===== config.mk =====
export PLATFORM = sky130hd
export DESIGN_NAME = completion_edit_distance_column_core
export DESIGN_NICKNAME = d
export VERILOG_FILES = /design/src/ced_pkg.sv /design/src/ced_ctrl.sv /design/src/ced_dp.sv /design/src/completion_edit_distance_column_core.sv
export SDC_FILE = /design/constraint.sdc
export NUM_CORES = 1
export LEC_CHECK = 0
export BUFFER_PORTS_ARGS = -buffer_cell sky130_fd_sc_hd__buf_4
export CELL_PAD_IN_SITES_DETAIL_PLACEMENT = 1
export CELL_PAD_IN_SITES_GLOBAL_PLACEMENT = 1
export CORE_AREA = 2 2 386 388
export CTS_CLUSTER_DIAMETER = 200
export CTS_CLUSTER_SIZE = 24
export DETAILED_ROUTE_END_ITERATION = 10
export DIE_AREA = 0 0 388 390
export GPL_ROUTABILITY_DRIVEN = 1
export PLACE_DENSITY = 0.6
export SYNTH_ARGS = -nofsm -noshare
export SYNTH_HDL_FRONTEND = slang
export SYNTH_HIERARCHICAL = 1
export SYNTH_SLANG_ARGS = --single-unit
export TNS_END_PERCENT = 1

===== constraint.sdc =====
create_clock -name clk -period 12.3 [get_ports clk]
set_input_delay 2.46 -clock clk [delete_from_list [all_inputs] [get_ports clk]]
set_output_delay 2.46 -clock clk [all_outputs]
set_load 0.01 [all_outputs]

===== src/ced_pkg.sv =====
`default_nettype none
// ----------------------------------------------------------------------------
// ced_pkg
// shared types, constants and helpers of the completion edit distance column
// ----------------------------------------------------------------------------
package ced_pkg;

  localparam int MAX_LEN = 64;
  localparam int DEPTH   = MAX_LEN + 1;
  localparam int IDX_W   = $clog2(DEPTH);
  localparam int SYM_W   = 9;
  localparam int DIST_W  = 8;
  localparam int OP_W    = 2;
  localparam int IN_W    = 16;
  localparam int OUT_W   = 24;

  localparam logic [SYM_W-1:0]  SPACE_RESET = SYM_W'(2 + 26 + 10);
  localparam logic [DIST_W-1:0] DIST_MAX    = {DIST_W{1'b1}};

  typedef enum logic [OP_W-1:0] {
    OP_CLEAR   = 2'd0,
    OP_APPEND  = 2'd1,
    OP_PROBE   = 2'd2,
    OP_ADVANCE = 2'd3
  } op_t;

  typedef enum logic [2:0] {
    S_IDLE,
    S_CLEAR,
    S_APPEND,
    S_RDEND,
    S_START,
    S_LOAD,
    S_STEP,
    S_DONE
  } state_t;

  typedef struct packed {
    logic accept;
    logic clear;
    logic append;
    logic rd_end;
    logic start;
    logic load;
    logic step;
    logic out_load;
  } cmd_t;

  typedef struct packed {
    logic len_zero;
    logic full;
    logic last;
    logic out_free;
  } sts_t;

  function automatic logic [DIST_W-1:0] sat_inc(input logic [DIST_W-1:0] v,
                                                input logic add);
    logic [DIST_W:0] s;
    s = {1'b0, v} + {{DIST_W{1'b0}}, add};
    return s[DIST_W] ? DIST_MAX : s[DIST_W-1:0];
  endfunction

  function automatic logic [DIST_W-1:0] len_to_dist(input logic [IDX_W-1:0] l);
    logic [IDX_W+DIST_W-1:0] w;
    w = {{DIST_W{1'b0}}, l};
    return (w > (IDX_W + DIST_W)'(DIST_MAX)) ? DIST_MAX : w[DIST_W-1:0];
  endfunction

endpackage
`default_nettype wire


===== src/ced_ctrl.sv =====
`default_nettype none
// ----------------------------------------------------------------------------
// ced_ctrl
// sequencer: decodes the op and walks the column one row per cycle
// ----------------------------------------------------------------------------
module ced_ctrl (
  input  wire logic          clk,
  input  wire logic          rst_n,
  input  wire logic          in_valid,
  input  wire ced_pkg::op_t  in_op,
  output logic               in_ready,
  input  wire ced_pkg::sts_t sts,
  output ced_pkg::cmd_t      cmd
);
  import ced_pkg::*;

  state_t state_r;
  state_t state_nxt;

  always_ff @(posedge clk) begin
    if (!rst_n) begin
      state_r <= S_IDLE;
    end else begin
      state_r <= state_nxt;
    end
  end

  always_comb begin
    state_nxt = state_r;
    unique case (state_r)
      S_IDLE: begin
        if (in_valid) begin
          unique case (in_op)
            OP_CLEAR:   state_nxt = S_CLEAR;
            OP_APPEND:  state_nxt = S_APPEND;
            OP_PROBE:   state_nxt = S_START;
            OP_ADVANCE: state_nxt = S_START;
            default:    state_nxt = S_IDLE;
          endcase
        end
      end
      S_CLEAR:  state_nxt = S_DONE;
      S_APPEND: state_nxt = sts.full ? S_RDEND : S_DONE;
      S_RDEND:  state_nxt = S_DONE;
      S_START:  state_nxt = S_LOAD;
      S_LOAD:   state_nxt = sts.len_zero ? S_DONE : S_STEP;
      S_STEP:   state_nxt = sts.last ? S_DONE : S_STEP;
      S_DONE:   state_nxt = sts.out_free ? S_IDLE : S_DONE;
      default:  state_nxt = S_IDLE;
    endcase
  end

  always_comb begin
    cmd      = '0;
    in_ready = 1'b0;
    unique case (state_r)
      S_IDLE: begin
        in_ready   = 1'b1;
        cmd.accept = in_valid;
      end
      S_CLEAR:  cmd.clear    = 1'b1;
      S_APPEND: cmd.append   = 1'b1;
      S_RDEND:  cmd.rd_end   = 1'b1;
      S_START:  cmd.start    = 1'b1;
      S_LOAD:   cmd.load     = 1'b1;
      S_STEP:   cmd.step     = 1'b1;
      S_DONE:   cmd.out_load = sts.out_free;
      default:  cmd          = '0;
    endcase
  end

endmodule
`default_nettype wire


===== src/ced_dp.sv =====
`default_nettype none
// ----------------------------------------------------------------------------
// ced_dp
// pattern and column memories, row update unit and result register
// ----------------------------------------------------------------------------
module ced_dp (
  input  wire logic                          clk,
  input  wire logic                          rst_n,
  input  wire ced_pkg::cmd_t                 cmd,
  output ced_pkg::sts_t                      sts,
  input  wire ced_pkg::op_t                  in_op,
  input  wire logic [ced_pkg::SYM_W-1:0]     in_symbol,
  input  wire logic                          cfg_we,
  input  wire logic [ced_pkg::SYM_W-1:0]     cfg_wdata,
  output logic                               out_valid,
  input  wire logic                          out_ready,
  output logic [ced_pkg::DIST_W-1:0]         out_end_distance,
  output logic signed [ced_pkg::DIST_W-1:0]  out_change,
  output logic                               out_refused
);
  import ced_pkg::*;

  logic [SYM_W-1:0]  pstore_mem [DEPTH];
  logic [DIST_W-1:0] dcol_mem   [DEPTH];

  op_t               op_r;
  logic [SYM_W-1:0]  sym_r;
  logic [SYM_W-1:0]  space_r;
  logic [IDX_W-1:0]  len_r;
  logic [DIST_W-1:0] pos_r;
  logic [IDX_W-1:0]  j_r;
  logic [SYM_W-1:0]  ps_rd_r;
  logic [DIST_W-1:0] dc_rd_r;
  logic [SYM_W-1:0]  prev_sym_r;
  logic [DIST_W-1:0] prev_old_r;
  logic [DIST_W-1:0] prev_new_r;
  logic [DIST_W-1:0] end_r;
  logic [DIST_W-1:0] old_r;
  logic              refused_r;
  logic              out_valid_r;
  logic [DIST_W-1:0] out_end_r;
  logic [DIST_W-1:0] out_change_r;
  logic              out_refused_r;

  logic              rd_en;
  logic [IDX_W-1:0]  raddr;
  logic              dc_we;
  logic [IDX_W-1:0]  dc_waddr;
  logic [DIST_W-1:0] dc_wdata;
  logic              ps_we;
  logic              advance;
  logic [IDX_W-1:0]  len_inc;
  logic [IDX_W-1:0]  j_inc;
  logic [SYM_W-1:0]  next_sym;
  logic              free_ins;
  logic              same;
  logic [DIST_W-1:0] ins_cost;
  logic [DIST_W-1:0] sub_cost;
  logic [DIST_W-1:0] del_cost;
  logic [DIST_W-1:0] best;
  logic signed [DIST_W:0]   diff;
  logic signed [DIST_W-1:0] diff_sat;

  assign advance = (op_r == OP_ADVANCE);
  assign len_inc = len_r + IDX_W'(1);
  assign j_inc   = j_r + IDX_W'(1);

  assign sts.len_zero = (len_r == '0);
  assign sts.full     = (len_r == IDX_W'(MAX_LEN));
  assign sts.last     = (j_r == len_r);
  assign sts.out_free = !out_valid_r || out_ready;

  // row update
  always_comb begin
    next_sym = (j_r < len_r) ? ps_rd_r : '0;
    free_ins = (j_r >= len_r) || (next_sym == '0) || (next_sym == space_r);
    same     = (sym_r == prev_sym_r);
    ins_cost = sat_inc(dc_rd_r, !free_ins);
    sub_cost = sat_inc(prev_old_r, !same);
    del_cost = sat_inc(prev_new_r, 1'b1);
    best     = ins_cost;
    if (sub_cost < best) best = sub_cost;
    if (del_cost < best) best = del_cost;
  end

  always_comb begin
    diff = $signed({1'b0, end_r}) - $signed({1'b0, old_r});
    priority if (diff > $signed((DIST_W + 1)'(127))) begin
      diff_sat = DIST_W'(127);
    end else if (diff < -$signed((DIST_W + 1)'(128))) begin
      diff_sat = -$signed(DIST_W'(128));
    end else begin
      diff_sat = diff[DIST_W-1:0];
    end
  end

  // memory address and write selection
  always_comb begin
    rd_en    = 1'b0;
    raddr    = '0;
    dc_we    = 1'b0;
    dc_waddr = '0;
    dc_wdata = '0;
    ps_we    = 1'b0;
    if (cmd.start) begin
      rd_en = 1'b1;
    end
    if (cmd.load) begin
      rd_en    = !sts.len_zero;
      raddr    = IDX_W'(1);
      dc_we    = advance;
      dc_wdata = pos_r;
    end
    if (cmd.step) begin
      rd_en    = !sts.last;
      raddr    = j_inc;
      dc_we    = advance;
      dc_waddr = j_r;
      dc_wdata = best;
    end
    if (cmd.clear) begin
      dc_we = 1'b1;
    end
    if (cmd.append) begin
      rd_en    = sts.full;
      raddr    = len_r;
      ps_we    = !sts.full;
      dc_we    = !sts.full;
      dc_waddr = len_inc;
      dc_wdata = len_to_dist(len_inc);
    end
  end

  always_ff @(posedge clk) begin
    if (ps_we) begin
      pstore_mem[len_r] <= sym_r;
    end
    if (rd_en) begin
      ps_rd_r <= pstore_mem[raddr];
    end
  end

  always_ff @(posedge clk) begin
    if (dc_we) begin
      dcol_mem[dc_waddr] <= dc_wdata;
    end
    if (rd_en) begin
      dc_rd_r <= dcol_mem[raddr];
    end
  end

  // working registers
  always_ff @(posedge clk) begin
    if (cmd.accept) begin
      op_r  <= in_op;
      sym_r <= in_symbol;
    end
    if (cmd.clear) begin
      end_r     <= '0;
      refused_r <= 1'b0;
    end
    if (cmd.append) begin
      end_r     <= len_to_dist(len_inc);
      refused_r <= sts.full;
    end
    if (cmd.rd_end) begin
      end_r <= dc_rd_r;
    end
    if (cmd.start) begin
      refused_r <= 1'b0;
    end
    if (cmd.load) begin
      prev_sym_r <= ps_rd_r;
      prev_old_r <= dc_rd_r;
      prev_new_r <= pos_r;
      j_r        <= IDX_W'(1);
      if (sts.len_zero) begin
        old_r <= dc_rd_r;
        end_r <= pos_r;
      end
    end
    if (cmd.step) begin
      prev_sym_r <= ps_rd_r;
      prev_old_r <= dc_rd_r;
      prev_new_r <= best;
      j_r        <= j_inc;
      if (sts.last) begin
        old_r <= dc_rd_r;
        end_r <= best;
      end
    end
    if (cmd.out_load) begin
      out_end_r     <= end_r;
      out_refused_r <= refused_r;
      out_change_r  <= (op_r == OP_PROBE || op_r == OP_ADVANCE) ? diff_sat : '0;
    end
  end

  // architectural state
  always_ff @(posedge clk) begin
    if (!rst_n) begin
      space_r     <= SPACE_RESET;
      len_r       <= '0;
      pos_r       <= DIST_W'(1);
      out_valid_r <= 1'b0;
    end else begin
      if (cfg_we) begin
        space_r <= cfg_wdata;
      end
      if (cmd.clear) begin
        len_r <= '0;
        pos_r <= DIST_W'(1);
      end
      if (cmd.append && !sts.full) begin
        len_r <= len_inc;
      end
      if (cmd.out_load && advance) begin
        pos_r <= sat_inc(pos_r, 1'b1);
      end
      if (cmd.out_load) begin
        out_valid_r <= 1'b1;
      end else if (out_ready) begin
        out_valid_r <= 1'b0;
      end
    end
  end

  assign out_valid        = out_valid_r;
  assign out_end_distance = out_end_r;
  assign out_change       = out_change_r;
  assign out_refused      = out_refused_r;

`ifndef NO_ASSERTIONS
  a_len_bound: assert property (@(posedge clk) disable iff (!rst_n)
    len_r <= IDX_W'(MAX_LEN))
    else $error("pattern length beyond store");

  a_out_slot: assert property (@(posedge clk) disable iff (!rst_n)
    cmd.out_load |-> (!out_valid_r || out_ready))
    else $error("result overwrites an untaken beat");

  a_step_row: assert property (@(posedge clk) disable iff (!rst_n)
    cmd.step |-> (j_r != '0 && j_r <= len_r))
    else $error("row index out of range");

  a_clear_state: assert property (@(posedge clk) disable iff (!rst_n)
    cmd.clear |=> (len_r == '0 && pos_r == DIST_W'(1)))
    else $error("clear did not reset length and position");
`endif

endmodule
`default_nettype wire


===== src/completion_edit_distance_column_core.sv =====
`default_nettype none
// ----------------------------------------------------------------------------
// completion_edit_distance_column_core
// edit-distance column against a growing completion, with pattern store
// ----------------------------------------------------------------------------
// sequence: clear and append each go through their own state (append also reads
//   the end entry when full); probe and advance go start, load, a step per row, done
// a new item is taken only in idle, once the previous result is in the result
//   register; the column walk reads one row per cycle and, on advance, writes it back
// reset: length 0, position 1, space symbol 38; the memories are not cleared
module completion_edit_distance_column_core (
  input  wire logic                       clk,
  input  wire logic                       rst_n,
  input  wire logic                       in_tvalid,
  output logic                            in_tready,
  input  wire logic [ced_pkg::IN_W-1:0]   in_tdata,   // op, symbol
  output logic                            out_tvalid,
  input  wire logic                       out_tready,
  output logic [ced_pkg::OUT_W-1:0]       out_tdata,  // end_distance, change, refused
  input  wire logic                       cfg_we,
  input  wire logic [ced_pkg::SYM_W-1:0]  cfg_wdata   // blank code
);
  import ced_pkg::*;

  cmd_t                     cmd;
  sts_t                     sts;
  op_t                      in_op;
  logic [SYM_W-1:0]         in_symbol;
  logic [DIST_W-1:0]        end_distance;
  logic signed [DIST_W-1:0] change;
  logic                     refused;

  assign in_op     = op_t'(in_tdata[OP_W-1:0]);
  assign in_symbol = in_tdata[OP_W +: SYM_W];

  ced_ctrl u_ctrl (
    .clk      (clk),
    .rst_n    (rst_n),
    .in_valid (in_tvalid),
    .in_op    (in_op),
    .in_ready (in_tready),
    .sts      (sts),
    .cmd      (cmd)
  );

  ced_dp u_dp (
    .clk              (clk),
    .rst_n            (rst_n),
    .cmd              (cmd),
    .sts              (sts),
    .in_op            (in_op),
    .in_symbol        (in_symbol),
    .cfg_we           (cfg_we),
    .cfg_wdata        (cfg_wdata),
    .out_valid        (out_tvalid),
    .out_ready        (out_tready),
    .out_end_distance (end_distance),
    .out_change       (change),
    .out_refused      (refused)
  );

  assign out_tdata = {{(OUT_W - 2 * DIST_W - 1){1'b0}}, refused, change, end_distance};

endmodule
`default_nettype wire


Word-level counts from Yosys, hierarchy flattened
Memories as Yosys holds them, arrays and structs flattened. A register that Yosys moved wholly into a read port is not among the register bits.
Cells that the tools add are included.
Cells by class
  add/subtract/negate cells: 7
  $lt $le $gt $ge: 6
  eq/ne operators: 17
  muxes and demuxes: 73
  bitwise logic cells: 1
  reduce and logical (&&, ||, !) cells: 24
Operator list (count)
  $mux W8: 27
  $mux W7: 9
  $mux W1: 29
  $mux W9: 3
  $pmux W3 S7: 1
  $add A8 B1 Y9: 2
  $add A8 B1 Y9 const B: 2
  $eq A9 B9 Y1: 2
  $lt A8 B8 Y1: 2
  $add A7 B1 Y7 const B: 2
  $eq A3 B3 Y1 const B: 4
  $reduce_bool A2 Y1: 5
  $gt A9 B8 Y1 const B: 1
  $logic_not A9 Y1: 1
  $lt A9 B8 Y1 const B: 1
  $mux W3: 3
  $pmux W3 S3: 1
  $sub A8 B8 Y9: 1
  $eq A2 B2 Y1 const B: 4
  $eq A7 B7 Y1: 1
  $eq A7 B7 Y1 const B: 1
  $ge A7 B7 Y1: 1
  $logic_not A7 Y1: 1
  $lt A7 B7 Y1: 1
  other kinds (11): 23
Word-level totals
  flip-flop bits (word level): 105
  RAM bits: 1105
  input port bits: 30
  output and inout port bits: 26
  logic and storage cells: 148
  memories kept: 2
Memory list
  u_dp.pstore_mem: depth 65, width 9, rd ports 1, clocked after Yosys merged registers in 1, wr ports 1, RTL line ced_dp.sv:23  | logic [SYM_W-1:0] pstore_mem [DEPTH];
  u_dp.dcol_mem: depth 65, width 8, rd ports 1, clocked after Yosys merged registers in 1, wr ports 1, RTL line ced_dp.sv:24  | logic [DIST_W-1:0] dcol_mem [DEPTH];

Logic depth before layout (Yosys ltp)
  depth in word-level cells: 14
  depth in mapped cells: 32
  depth with buffers taken out: 30

Modules after synthesis
Netlist, hierarchy kept.
Modules (own cells, without submodules)
  ced_dp: times used 1, cells each 3457, area each 50898.8 µm², seq. area each 36334.8 µm²
  ced_ctrl: times used 1, cells each 31, area each 264.0 µm², seq. area each 60.1 µm²
  completion_edit_distance_column_core: times used 1, cells each 9, area each 63.8 µm², seq. area each 0.0 µm²

Least setup slack after synthesis
No wires, ideal clock.
  kind: flip-flop to flip-flop
  start: register u_dp.sym_r[4]
  end: memory u_dp.dcol_mem[0][1], data pin
  setup time: 709 ps
  arrival: 7883 ps
  data required time: 11591 ps
  path slack: 3708 ps
  stages on the path, launching flop included: 26
  path buffers: 1
  clock period less this slack: 8592 ps
  cell sequence: edfxtp_1 xor2_1 nor4_1 nand4_1 ha_1 ha_1 and3_1 and2_1 a21oi_1 a31oi_1 ha_1 nand4_1 nor2_1 o31ai_2 nand2_2 mux2_2 inv_1 ha_1 a21o_1 a21o_1 a21o_1 nor2_1 a21o_1 buf_2 mux2_2 o21ai_0
On the way
  cells in the longest elaborated chain, start to end: 10
RTL lines
  from (decl): RTL line ced_dp.sv:27  | logic [SYM_W-1:0] sym_r;
  from (signal assigned): RTL line ced_dp.sv:156  | sym_r <= in_symbol;
  $eq A9 B9 Y1 (*): RTL line ced_dp.sv:77  | same = (sym_r == prev_sym_r);
  $logic_not A1 Y1 (*): RTL line ced_dp.sv:79  | sub_cost = sat_inc(prev_old_r, !same);
  $add A8 B1 Y9 (*): RTL line ced_pkg.sv:59  | s = {1'b0, v} + {{DIST_W{1'b0}}, add};
  $mux W8 (*): RTL line ced_pkg.sv:60  | return s[DIST_W] ? DIST_MAX : s[DIST_W-1:0];
  $lt A8 B8 Y1: RTL line ced_dp.sv:82  | if (sub_cost < best) best = sub_cost;
  $mux W8 (*): RTL line ced_dp.sv:82
  $lt A8 B8 Y1: RTL line ced_dp.sv:83  | if (del_cost < best) best = del_cost;
  $mux W8 (*): RTL line ced_dp.sv:83
  $mux W8 (*): RTL line ced_dp.sv:114  | if (cmd.step) begin
  $mux W8 (*): RTL line ced_dp.sv:124  | if (cmd.append) begin
  via u_dp.dc_wdata[1]: RTL line ced_dp.sv:49  | logic [DIST_W-1:0] dc_wdata;
  to (decl): RTL line ced_dp.sv:24
The timed path passes the listed nets; every way through them passes the cells marked *.

Final worst setup path
  start: register u_dp.len_r[1]
  end: memory u_dp.dcol_mem[9][1], data pin
On the way
  cells in the longest elaborated chain, start to end: 14
  elaborated cells on any way between the ends: 17
  classes of those cells: add/sub (2); order compare (4); eq/ne (1); mux (6); reduce/logical (4)
RTL lines
  from (decl): RTL line ced_dp.sv:29  | logic [IDX_W-1:0] len_r;
  from (signal assigned): RTL line ced_dp.sv:215  | len_r <= len_inc;
  $lt A7 B7 Y1: RTL line ced_dp.sv:75  | next_sym = (j_r < len_r) ? ps_rd_r : '0;
  $mux W9: RTL line ced_dp.sv:75
  $logic_not A9 Y1: RTL line ced_dp.sv:76  | free_ins = (j_r >= len_r) || (next_sym == '0) || (next_sym == space_r);
  $logic_or A1 B1 Y1 (2 in a row): RTL line ced_dp.sv:76
  $logic_not A1 Y1: RTL line ced_dp.sv:78  | ins_cost = sat_inc(dc_rd_r, !free_ins);
  $add A8 B1 Y9: RTL line ced_pkg.sv:59
  $mux W8: RTL line ced_pkg.sv:60
  $lt A8 B8 Y1: RTL line ced_dp.sv:82
  $mux W8: RTL line ced_dp.sv:82
  $lt A8 B8 Y1: RTL line ced_dp.sv:83
  $mux W8: RTL line ced_dp.sv:83
  $mux W8: RTL line ced_dp.sv:114
  $mux W8 (*): RTL line ced_dp.sv:124
  via u_dp.dc_wdata[1]: RTL line ced_dp.sv:49
Marked as above.

==> impl_metrics.env <==
export IMPL_fin_cells=5361
export IMPL_min_period_ns=7.45
export IMPL_cp_slowest_stage_delay_ns=0.65
export IMPL_grt_use_total_pct=18.1
export IMPL_grt_overflow=0
export IMPL_final_max_slew_violation_count=0
export IMPL_synth_area_per_cell_um2=14.6
export IMPL_status="completed"
export IMPL_final_hold_viol_count=0
export IMPL_worstSkewPairLatency_ns=0.72
export IMPL_timing_worst_setup_path_type="reg -> reg"
export IMPL_postRouteAntennaNets=0
export IMPL_synth_area_um2=51200
export IMPL_firstDrtPassIters=6
export IMPL_io_pins=56
export IMPL_crit_top_cell="ha_1"
export IMPL_cp_start_kind="register"
export IMPL_viasPerCell=5.57
export IMPL_dp_hpwl_mm=83.6
export IMPL_gp_congestion=0.797
export IMPL_layout_commonest_cell="edfxtp_1"
export IMPL_dp_cells=5289
export IMPL_critPathLaunch="u_dp/len_r[1]"
export IMPL_tns_ns=0
export IMPL_cts_buffer_depth=3
export IMPL_use_met3_pct=1.71
export IMPL_fp_dieH_um=390
export IMPL_avgRoutedWirePerCell_um=25.9
export IMPL_first_global_vias=30500
export IMPL_fin_util_pct=37.3
export IMPL_die_w_um=388
export IMPL_max_vdd_ir_drop_uv=125
export IMPL_cts_root_buf="clkbuf_16"
export IMPL_port_buffers=43
export IMPL_crit_path_top_delay_cell="buf_4"
export IMPL_drive_above_1_share_pct=9.06
export IMPL_grt_util_met2_pct=30.3
export IMPL_finalSetupViolCount=0
export IMPL_synth_main_ff_cell="edfxtp_1"
export IMPL_required_ns=12.69
export IMPL_met1_usage_pct=25.6
export IMPL_vias=29900
export IMPL_maxSlewHeadroom_pct=21.9
export IMPL_synthCells=3497
export IMPL_fin_skew_ns=0.0673
export IMPL_ctsHoldBuffers=0
export IMPL_cts_sinks=1227
export IMPL_areaGrowthSynthToFinish_pct=7.22
export IMPL_period_share_pct=60.6
export IMPL_synth_edff_count=1182
export IMPL_cts_buffers=57
export IMPL_endpoint_kind="register"
export IMPL_final_cell_mix="edfxtp_1 (1182), nand2_1 (534), nor2_1 (190)"
export IMPL_grt_busiest_layer="met2"
export IMPL_drc=0
export IMPL_hold_start="u_dp/refused_r"
export IMPL_cap_violations=0
export IMPL_fp_row_count=141
export IMPL_dieArea_um2=151000
export IMPL_drt_total_wl_mm=139
export IMPL_start_util_pct=34.8
export IMPL_power_mw=8.51
export IMPL_p_per_area_nw_per_um2=155
export IMPL_drt_initial_drc_count=2619
export IMPL_post_cts_resized=0
export IMPL_grt_pass1_wl_mm=207
export IMPL_cts_htree_levels=2
export IMPL_crit_reg2reg_launch="u_dp/len_r[1]"
export IMPL_path_clk_slew_ns=0.10
export IMPL_worst_pin_slew_ns=1.17
export IMPL_fmax_mhz=134
export IMPL_ys_async_sr_fraction_pct=0
export IMPL_rsz0062_at_grt="no"
export IMPL_cp_max_fo=65
export IMPL_yosysSeqAreaShare_pct=71.0
export IMPL_yosys_warnings=6
export IMPL_synth_cell_type_count=74
export IMPL_tritoncts="built"
export IMPL_hold_class="reg -> reg"
export IMPL_grt_max_degree=122
export IMPL_post_cts_buffers=0
export IMPL_layout_nets=3487
export IMPL_cp_arrival_ns=7.84
export IMPL_antenna_found_initial=0
export IMPL_power_leakage_nw=17.4
export IMPL_core_area_um2=147000
export IMPL_num_antenna_cells=0
export IMPL_synth_ff_latch_count=1227
==> final timing paths <==
| kind | to | slack (ns) | cells after the start |
|---|---|---|---|
| min | u_dp/out_refused | 0.45 | 0 |
| min reg2reg | u_dp/out_refused | 0.45 | 0 |
| max reg2reg | u_dp/dcol_mem[9][1] | 4.85 | 31 |
| max | u_dp/dcol_mem[9][1] | 4.85 | 31 |
==> cell usage after synthesis, types with 41 or more instances <==
master / instances / area, um2
a211oi_1: 178 / 1340
a21oi_1: 115 / 576
a311o_1: 70 / 701
a311oi_1: 103 / 902
and3_1: 185 / 1160
buf_2: 86 / 430
clkbuf_1: 111 / 417
dfxtp_1: 45 / 901
edfxtp_1: 1182 / 35500
inv_1: 43 / 161
mux4_2: 102 / 2300
nand2_1: 535 / 2010
nand4_1: 41 / 257
nor2_1: 191 / 717
nor3_1: 45 / 225
o21ai_0: 56 / 280
==> registers in the layout (all words and copies together) (netlist names), 9 cells and up <==
| signal | count |
|---|---|
| u_dp/ps_rd_r | 9 |
| u_dp/sym_r | 9 |
| u_dp/space_r | 9 |
| u_dp/pstore_mem | 585 |
| u_dp/dcol_mem | 520 |
| u_dp/prev_sym_r | 9 |
==> layout make-up <==
cell class	instances	area, um2
Clock buffer	68	1490
Clock inverter	4	87.6
Fill cell	14900	92200
Inverter	44	165
Multi-Input combinational cell	1989	13600
Sequential cell	1227	36400
Tap cell	1930	2410
Timing Repair Buffer	99	768
==> kinds of logic after synthesis <==
family	share of synthesized area (%)
flip-flops	71.0
AND/OR/NAND/NOR	10.2
AO/OA/AOI/OAI	9.08
buffers and inverters	2.73
multiplexers	5.30
adder cells (fa/ha/maj)	0.967
XOR/XNOR	0.667
other	0.00732
==> worst max-delay path: cells and delay by family (launching register included) <==
family,cells,cell delay [ns]
compound gates,12,2.09
fa+ha+maj,5,1.33
buf+inv,4,0.94
flops,1,0.53
mux,2,0.85
simple gates,8,1.32
==> metal layers <==
metal | vias to the layer above | wire [um]
li1 | 13400 | -
met1 | 15800 | 63400
met2 | 583 | 67100
met3 | 129 | 5650
met4 | 0 | 2710
met5 | - | 0
==> report_power, final <==
group	total (mW)	switching [mW]	leakage, nW	internal (mW)
Combinational	1.51	1.00	5.42	0.508
Clock	2.16	1.30	0.762	0.866
Sequential	4.84	0.0862	11.3	4.75
==> through the flow <==
step | hold slack [ns] | instance area (um2) | worst slack, ns
global placement | 0.417 | 53300 | 4.94
floorplan | 0.408 | 51200 | 3.71
CTS | 0.449 | 54900 | 4.80
detailed placement | 0.424 | 53300 | 4.85
finish | 0.446 | 54900 | 4.85
global route | 0.460 | 54900 | 4.20
(Power assumes the default switching activity.)
